### src/design/tpm_ma_ram.sv
// Generic single-port-write, registered-read synchronous RAM.
`default_nettype none

module tpm_ma_ram #(
    parameter int WIDTH = 40,
    parameter int DEPTH = 64,
    localparam int ADDR_W = (DEPTH > 1) ? $clog2(DEPTH) : 1
) (
    input  wire logic              aclk,
    input  wire logic              we,
    input  wire logic [ADDR_W-1:0] waddr,
    input  wire logic [WIDTH-1:0]  wdata,
    input  wire logic [ADDR_W-1:0] raddr,
    output logic      [WIDTH-1:0]  rdata
);

    logic [WIDTH-1:0] mem [DEPTH];

    // Write port and registered read port.
    always_ff @(posedge aclk) begin
        if (we) begin
            mem[waddr] <= wdata;
        end
        rdata <= mem[raddr];
    end

endmodule

`default_nettype wire

### config.mk
export PLATFORM = sky130hd
export DESIGN_NAME = tpm_ma_ram
export DESIGN_NICKNAME = d
export VERILOG_FILES = /design/src/design/tpm_ma_ram.sv
export SDC_FILE = /design/constraint.sdc
export NUM_CORES = 2
export LEC_CHECK = 0
export BUFFER_PORTS_ARGS = -buffer_cell sky130_fd_sc_hd__buf_4
export CAP_MARGIN = 40
export CORE_ASPECT_RATIO = 2
export CORE_MARGIN = 3
export CORE_UTILIZATION = 57
export DETAILED_ROUTE_END_ITERATION = 8
export PLACE_DENSITY = 0.76
export SKIP_CTS_REPAIR_TIMING = 1
export SLEW_MARGIN = 25
export SYNTH_ARGS = -nofsm -noshare
export SYNTH_HDL_FRONTEND = slang
export SYNTH_SLANG_ARGS = --single-unit
### constraint.sdc
create_clock -name aclk -period 3.8 [get_ports aclk]
set_input_delay 0.38 -clock aclk [delete_from_list [all_inputs] [get_ports aclk]]
set_output_delay 0.38 -clock aclk [all_outputs]
set_load 0.05 [all_outputs]
==> flow_summary.toml <==
[timing]
post-route-period-util = 0.624
worstMarginPinSlew_ns = 0.979
tns_ns = 0
maxSlewHeadroom = 0.347
fin_crit_ns = 2.37
hold_viol_final = 0
rsz0062_at_grt = "no"
finalMaxSlewViolations = 0
final-setup-viol-count = 0
fmax_mhz = 421
skew_ns = 0.0268

[routing]
post_drt_wl_per_cell_microns = 37.2
route.detailed.drc = 0
ant_nets = 0
vias_per_cell = 6.90
vias = 47900
firstDrtPassIters = 6
drt_wl_total_microns = 258000
drt_iter0_markers = 6243

[placement]
port_buffers = 93
place.gp.congestion = 0.833
dp_hpwl_microns = 147000
dp_cells = 6555

[final_layout]
multi_input_comb_area_sq_um = 19400
finalNetCount = 4549
area_growth_pct = 12.2
drive_gt1_frac = 0.290
layout.area.seq_sq_um = 77700
stdcell_count = 6941
fillers = 10500

[outcome]
status = "finished clean"

[yosys]
synth_flop_cell = "edfxtp_1"
syn_area_per_cell_sq_um = 23.3
synth_edf_count = 2560
synth.largest_area_cell = "edfxtp_1"
synth_fp_nets = 4249
synthTopCellsByArea = "edfxtp_1 (79%), mux4_2 (14%), mux2i_1 (1.2%)"
netlist_area_sq_um = 97800
ys_seq_elements = 2600
ys_warn_count = 0
netlist-cell-type-count = 36
synth_top_area_frac = 0.786
synth-async-reset-ratio = 0
seq_area_frac_synth = 0.794
postSynthCellCount = 4195
ys_top_cells_by_count = "edfxtp_1 (2560), mux4_2 (608), o22ai_1 (143)"
synth.most_common_cell = "edfxtp_1"

[min_path]
min_path_type = "input pin to flip-flop"

[cts]
clk_path_buf_depth = 4
htree_levels = 4
clock_sinks = 2600
cts_tree = "yes"
cts_made_buffers = 200
cts-root-buf = "clkbuf_16"
cts.clk_slew.worst_paths_ns = 0.07
worstSkewPairLatency_ns = 0.83

[setup_path]
critPathCapture = "rdata[5]"
rr_startpoint = "mem[40][5]"
crit_start = "raddr[0]"
r2r-end = "rdata[5]"
critPathArrivalTime_ns = 3.03
critPathKind = "input pin to flip-flop"
critPathMostFrequentCell = "buf_12"
crit_fanout = 34
worstSetupEndpointType = "flip-flop"
critical_path.max_stage_delay_ns = 0.80
path_cells = "buf_8 -> buf_12 -> buf_12 -> mux4_2 -> mux2i_1 -> o21ai_0 -> a21oi_1 -> nor4_1"
r2r_cells = 4
start_kind = "input pin"
slowest_stage = "a21oi_1"
r2r_setup_slack_ns = 1.57
critical_path_required_ns = 4.46

[floorplan]
initial_core_util = 0.575
die_w_microns = 299
die_h_microns = 592
die_area_sq_um = 177000
num_rows = 214
ios = 94
core_sq_um = 170000

[global_route]
grt_pass1_wl_microns = 366000
grt_use_total = 0.295
antenna_found_initial = 23
grt_overflow = 0
grt_max_degree = 87
first_global_vias = 49400

[pwr]
p_leak_nw = 34.2
powerDensity_nw_per_um2 = 512
ir_drop_mv = 0.376

[flow_run]
drv_cap = 0
state kept, by name (all words and copies together) (netlist names):
register / cells
mem: 2560
rdata: 40
kinds of logic after synthesis:
| logic type | share of synthesized area |
|---|---|
| buffers and inverters | 0.0127 |
| AO/OA/AOI/OAI | 0.0268 |
| flip-flops | 0.794 |
| multiplexers | 0.156 |
| AND/OR/NAND/NOR | 0.0108 |
critical path: cells and delay by family:
family	cells	cell delay, ns
buffers and inverters	3	0.84
AND/OR/NAND/NOR	1	0.10
multiplexers	2	0.73
AO/OA/AOI/OAI	2	0.90
where the power goes:
group          switching [W]  internal, W
Clock                0.00960       0.0116
Sequential          0.000173       0.0317
Combinational        0.00198      0.00113
layout make-up:
class	instances	area share
Antenna cell	20	0.000456
Clock buffer	258	0.0498
Clock inverter	102	0.00946
Tap cell	2268	0.0258
Timing Repair Buffer	336	0.0300
Multi-Input combinational cell	1357	0.177
Sequential cell	2600	0.707
placed cells by master (no fill, tap or decap), drive strengths merged, types with 16 or more instances in the layout:
| cell | n |
|---|---|
| clkinv | 70 |
| nor2 | 97 |
| a22o | 16 |
| o21ai | 22 |
| o22a | 26 |
| mux4 | 608 |
| a22oi | 18 |
| clkbuf | 260 |
| mux2 | 38 |
| nor2b | 16 |
| a221oi | 34 |
| o22ai | 143 |
| o221ai | 42 |
| dfxtp | 40 |
| bufinv | 21 |
| edfxtp | 2560 |
| nor4 | 34 |
| nand2 | 19 |
| diode | 20 |
| mux2i | 113 |
| buf | 334 |
| a21oi | 68 |
metrics by stage:
| step | hold WS (ns) | worst slack, ns | utilization | cell area [sq um] | total power (W) |
|---|---|---|---|---|---|
| after floorplan | 0.479 | 0.421 | - | 97800 | 0.0341 |
| after global placement | 0.798 | 0.564 | 0.606 | 103000 | 0.0355 |
| after detailed placement | 0.798 | 0.512 | 0.606 | 103000 | 0.0356 |
| after CTS | -0.0114 | 1.37 | 0.644 | 110000 | 0.0564 |
| after global routing | 0.0267 | 1.36 | 0.645 | 110000 | 0.0574 |
| final | 0.0415 | 1.43 | 0.645 | 110000 | 0.0562 |
worst min-delay path by stage:
stage / startpoint / endpoint / slack (ns) / cells past startpoint
after floorplan: wdata[0] / mem[0][0] / 0.48 / 0
after global placement: mem[50][15] / rdata[15] / 0.80 / 4
after detailed placement: mem[0][12] / rdata[12] / 0.80 / 4
after CTS: waddr[2] / mem[49][17] / -0.01 / 2
after global routing: waddr[2] / mem[48][17] / 0.03 / 2
final: waddr[2] / mem[49][17] / 0.04 / 2
metal layers:
metal / part of all wire / routed length (microns) / track usage / up-vias
met4: 0.068 / 17600 / 0.179 / 6
met3: 0.096 / 24900 / 0.0527 / 836
li1: - / - / - / 18600
met5: 0.00011 / 28 / 0 / -
met1: 0.31 / 80200 / 0.348 / 25200
met2: 0.52 / 135000 / 0.508 / 3300
(Power assumes the default switching activity.)
